<file path="src/rtl/assert_macros.svh">
// Assertion helpers for the archive block.
// Each use states a label, a property body and a message string.
`ifndef ASSERT_MACROS_SVH
`define ASSERT_MACROS_SVH

// Checked on every clock edge while reset is released.
`define TKRA_ASSERT(lbl, prop, msg) \
    lbl: assert property (@(posedge i_clk) disable iff (!i_rst_n) prop) else $error(msg);

// Checked on every clock edge, reset included.
`define TKRA_ASSERT_ALWAYS(lbl, prop, msg) \
    lbl: assert property (@(posedge i_clk) prop) else $error(msg);

`endif

</file>
<file path="src/rtl/tkra_pkg.sv">
// ----------------------------------------------------------------------------
// tkra_pkg
// Shared types and codes of the ranked archive: operation and status codes,
// the controller command word and the result word.
// ----------------------------------------------------------------------------
package tkra_pkg;

    // Operation codes of an input word.
    localparam logic [1:0] OP_OFFER = 2'd0;
    localparam logic [1:0] OP_CLEAR = 2'd1;
    localparam logic [1:0] OP_READ  = 2'd2;

    // Status codes of a result word.
    localparam logic STATUS_OK       = 1'b0;
    localparam logic STATUS_BAD_RANK = 1'b1;

    // Size of the archive after reset.
    localparam logic [6:0] RESET_ACTIVE_SIZE = 7'd16;

    // Commands from the controller to the datapath.
    typedef struct packed {
        logic load;    // capture an accepted input word
        logic eval;    // compare all entries, first read-select stage
        logic commit;  // shift entries, second read-select stage, write result
    } t_cmd;

    // One result word.
    typedef struct packed {
        logic               status;
        logic               accepted;
        logic [5:0]         insert_rank;
        logic               evicted_valid;
        logic [15:0]        evicted_payload;
        logic signed [31:0] best_fitness;
        logic [15:0]        best_payload;
        logic signed [31:0] read_fitness;
        logic [15:0]        read_payload;
        logic [6:0]         entry_count;
    } t_result;

endpackage

</file>
<file path="src/rtl/tkra_ctrl.sv">
// ----------------------------------------------------------------------------
// tkra_ctrl
// Sequencer of the ranked archive: accepts a word, steps the datapath
// through evaluate and commit, and owns the result valid flag.
// ----------------------------------------------------------------------------
module tkra_ctrl (
    input  logic           i_clk,
    input  logic           i_rst_n,
    input  logic           i_valid,
    input  logic           i_cfg_valid,
    input  logic           i_out_ready,
    output logic           o_ready,
    output logic           o_cfg_ready,
    output logic           o_out_valid,
    output tkra_pkg::t_cmd o_cmd
);

    localparam logic [1:0] S_IDLE = 2'd0;
    localparam logic [1:0] S_EVAL = 2'd1;
    localparam logic [1:0] S_EXEC = 2'd2;

    logic [1:0] r_state;
    logic [1:0] n_state;
    logic       r_out_valid;
    logic       n_out_valid;
    logic       w_commit;

    // A configuration write takes precedence over an input word in idle.
    assign o_cfg_ready = (r_state == S_IDLE);
    assign o_ready     = (r_state == S_IDLE) && !i_cfg_valid;

    // The result register may be refilled once it is empty or being taken.
    assign w_commit = (r_state == S_EXEC) && (!r_out_valid || i_out_ready);

    assign o_cmd.load   = o_ready && i_valid;
    assign o_cmd.eval   = (r_state == S_EVAL);
    assign o_cmd.commit = w_commit;
    assign o_out_valid  = r_out_valid;

    // Next state.
    always_comb begin
        n_state = r_state;
        unique case (r_state)
            S_IDLE: begin
                if (o_ready && i_valid) n_state = S_EVAL;
            end
            S_EVAL: begin
                n_state = S_EXEC;
            end
            S_EXEC: begin
                if (w_commit) n_state = S_IDLE;
            end
            default: begin
                n_state = S_IDLE;
            end
        endcase
    end

    // Result valid flag.
    always_comb begin
        n_out_valid = r_out_valid;
        if (w_commit) begin
            n_out_valid = 1'b1;
        end else if (i_out_ready) begin
            n_out_valid = 1'b0;
        end
    end

    always_ff @(posedge i_clk) begin
        if (!i_rst_n) begin
            r_state     <= S_IDLE;
            r_out_valid <= 1'b0;
        end else begin
            r_state     <= n_state;
            r_out_valid <= n_out_valid;
        end
    end

endmodule

</file>
<file path="config.mk">
export PLATFORM = sky130hd
export DESIGN_NAME = tkra_ctrl
export DESIGN_NICKNAME = d
export VERILOG_FILES = /design/src/rtl/assert_macros.svh /design/src/rtl/tkra_pkg.sv /design/src/rtl/tkra_ctrl.sv
export SDC_FILE = /design/constraint.sdc
export NUM_CORES = 1
export LEC_CHECK = 0
export ABC_AREA = 0
export CAP_MARGIN = 20
export CORE_AREA = 2 2 39 41
export DETAILED_ROUTE_END_ITERATION = 16
export DIE_AREA = 0 0 41 43
export DONT_BUFFER_PORTS = 1
export SLEW_MARGIN = 20
export SYNTH_ARGS = -nofsm -noshare
export SYNTH_HDL_FRONTEND = slang
export SYNTH_SLANG_ARGS = --single-unit
</file>
<file path="constraint.sdc">
create_clock -name i_clk -period 1.1 [get_ports i_clk]
set_input_delay 0.11 -clock i_clk [delete_from_list [all_inputs] [get_ports i_clk]]
set_output_delay 0.11 -clock i_clk [all_outputs]
set_load 0.1 [all_outputs]
</file>
==> flow_metrics.env <==
export IMPL_status="finished, violations left"
export IMPL_violations="negative setup slack"
export IMPL_io_buffers=0
export IMPL_dieWidth_um=41
export IMPL_track_usage=0.0622
export IMPL_grt_setup_unrepaired="yes"
export IMPL_synthCells=15
export IMPL_synth_cell_type_count=12
export IMPL_endpoint_kind="output port"
export IMPL_startpoint="r_state[0]$_SDFFE_PN0P_"
export IMPL_fin_setup_tns_ns=-0.478
export IMPL_worst_setup_path_type="flop to output port"
export IMPL_cts_buffer_depth=2
export IMPL_ant_nets=0
export IMPL_htreeDepth=1
export IMPL_grt_pass1_vias=171
export IMPL_core_area_um2=1380
export IMPL_clock_root_buffer="clkbuf_4"
export IMPL_slew_limit_headroom=0.815
export IMPL_num_rows=14
export IMPL_power_density_nw_per_um2=1180
export IMPL_antenna_cells=0
export IMPL_synth_xor_area_share=0
export IMPL_cts_made_buffers=3
export IMPL_antenna_found_initial=0
export IMPL_setup_slack_ns=-0.136
export IMPL_vias=174
export IMPL_drv_cap=0
export IMPL_drtIter0Drc=0
export IMPL_r2r_end="r_state[1]$_SDFFE_PN0P_"
export IMPL_yosysWarnings=0
export IMPL_syn_to_final_growth_pct=170
export IMPL_internal_power_w=0.000311
export IMPL_layout_drive_gt1_share=0.767
export IMPL_period_share=1.12
export IMPL_syn_num_nets=20
export IMPL_clk_latency_ns=0.24
export IMPL_synth_seq_cells=3
export IMPL_clk_pin_slew_worst_paths_ns=0.04
export IMPL_p_clk_frac=0.414
export IMPL_fmax_mhz=809
export IMPL_routed_via_density=3.78
export IMPL_syn_area_um2=149
export IMPL_overflow=0
export IMPL_min_period_ns=1.24
export IMPL_grt_pass1_wl_um=641
export IMPL_seqPwrFrac=0.238
export IMPL_yosysSeqAreaShare=0.403
export IMPL_drv_slew=0
export IMPL_synth_adder_area_share=0
export IMPL_setup_violations=5
export IMPL_drc=0
export IMPL_critPathMaxFanout=4
export IMPL_final_cell_area_um2=402
export IMPL_combPwrFrac=0.348
export IMPL_n_fill_cell=148
export IMPL_drt_total_wl_um=429
export IMPL_syn_mean_instance_area_um2=9.93
export IMPL_whs_endpoint="o_out_valid$_SDFFE_PN0P_"
export IMPL_dpl_instance_area_um2=308
export IMPL_cts_sinks=3
export IMPL_grt_max_degree=6
export IMPL_p_leak_nw=0.168
export IMPL_tightest_slew_ns=0.276
export IMPL_synthSimpleGateAreaFrac=0.445
export IMPL_power_switching_w=0.000164
export IMPL_gp_congestion=0.560
export IMPL_synthMuxAreaShare=0
export IMPL_wl_per_cell_um=9.33
export IMPL_io_pins=11
export IMPL_r2r_start="r_state[0]$_SDFFE_PN0P_"
export IMPL_min_path_type="input port to flop"
export IMPL_num_nets_final=36
export IMPL_p_sw_frac=0.345
export IMPL_ir_worst_vdd_mv=0.329
export IMPL_finalHoldViolations=0
export IMPL_die_area_um2=1760
export IMPL_start_util=0.108
export IMPL_rrSetupSlack_ns=0.02
export IMPL_fin_total_pwr_w=0.000474
export IMPL_die_h_um=43
export IMPL_cts_tree="done"
export IMPL_required_ns=0.99
export IMPL_min_from="i_rst_n"
export IMPL_rr_worst_depth=4
export IMPL_detail_route_first_pass_iterations=1
export IMPL_synth_top_family_by_area="simple AND/OR/NAND/NOR gates"
export IMPL_fin_cells=46
export IMPL_dpl_cell_count=37
export IMPL_start_kind="flop"
export IMPL_synth_compound_area_share=0.101
export IMPL_crit_arrival_ns=1.13
export IMPL_fin_skew_ns=0.00180
export IMPL_hold_depth=1
metal layers:
layer | wire [um] | track usage
met5 | 0 | 0
met4 | 8 | 0.0600
met3 | 35 | 0.0628
met2 | 238 | 0.0813
met1 | 147 | 0.0482
critical path, stage by stage, from the launching register on:
cell	delay [ns]
dfxtp_4	0.35
buf_4	0.15
nor3_4	0.19
buf_12	0.20
how the worst max path moves through the flow:
stage          slack, ns                      end  depth (start not counted)
6_report           -0.14                  o_ready                          3
5_1_grt            -0.19                 o_cmd[2]                          2
4_1_cts            -0.17                 o_cmd[2]                          2
3_5_place_dp        0.08                  o_ready                          3
3_3_place_gp        0.08                  o_ready                          3
2_1_floorplan      -0.65  r_state[0]$_SDFFE_PN0P_                          2
cell families (layout without fill, tap and decap cells):
| kind of cell | after synthesis | count (layout) |
|---|---|---|
| AND/OR/NAND/NOR | 9 | 9 |
| AO/OA/AOI/OAI | 2 | 2 |
| buffers and inverters | 1 | 16 |
| flip-flops | 3 | 3 |
synth_stat cells:
library cell | number | area [um2]
nor2b_1 | 1 | 6.26
dfxtp_1 | 3 | 60.1
nor4b_2 | 1 | 15.0
nand2b_1 | 2 | 12.5
buf_4 | 1 | 7.51
and2b_1 | 1 | 7.51
o21a_1 | 1 | 7.51
a21boi_1 | 1 | 7.51
nor3_1 | 1 | 5.00
nor4bb_1 | 1 | 10.0
nor2_1 | 1 | 3.75
and2_1 | 1 | 6.26
stage by stage:
step           setup WS [ns]   util  hold slack (ns)
3_5_place_dp          0.0809  0.222            0.245
4_1_cts               -0.174  0.275           0.0172
3_3_place_gp          0.0766  0.222            0.233
5_1_grt               -0.194  0.290           0.0192
6_report              -0.136  0.290           0.0334
2_1_floorplan         -0.645      -            0.228
what timing repair did:
| action | CTS | global route |
|---|---|---|
| endpoints found under the hold margin | 2 | 0 |
| hold buffers | 1 | 0 |
| gates resized for setup | 5 | 2 |
| endpoints found under the setup margin | 5 | 5 |
| buffers inserted | 2 | 2 |
| pin swaps | 2 | 3 |
state kept, by name (all words and copies together), names as in the netlist:
name and cells:
o_out_valid 1, r_state 2
layout make-up:
class / instances / area [um2] / share of cell area
Clock buffer: 4 / 26.3 / 0.0654
Multi-Input combinational cell: 11 / 125 / 0.312
Sequential cell: 3 / 71.3 / 0.178
Tap cell: 16 / 20.0 / 0.0498
Timing Repair Buffer: 12 / 159 / 0.396
power by group through the flow:
| stage | sequential (W) | clock (W) | combinational, W |
|---|---|---|---|
| 2_1_floorplan | 0.000124 | 0 | 0.0000901 |
| 3_3_place_gp | 0.000119 | 0 | 0.000146 |
| 3_5_place_dp | 0.000119 | 0 | 0.000146 |
| 4_1_cts | 0.000115 | 0.000212 | 0.000161 |
| 5_1_grt | 0.000113 | 0.000226 | 0.000170 |
| 6_report | 0.000113 | 0.000196 | 0.000165 |
cells in the final DEF (no fill, tap or decap):
master,netlist,routed
buf_12,0,5
buf_4,1,5
clkbuf_4,0,3
dfxtp_4,0,3
nand2b_4,0,1
nand2b_1,2,1
nor2b_4,0,1
and2b_2,0,1
nor2_4,0,1
nor3_4,0,1
nor4b_4,0,1
and2_1,1,1
nor4bb_1,1,1
o21a_1,1,1
a21boi_1,1,1
clkbuf_1,0,1
dlygate4sd3_1,0,1
buf_6,0,1
Note: power is estimated with default switching activity, not from simulation.
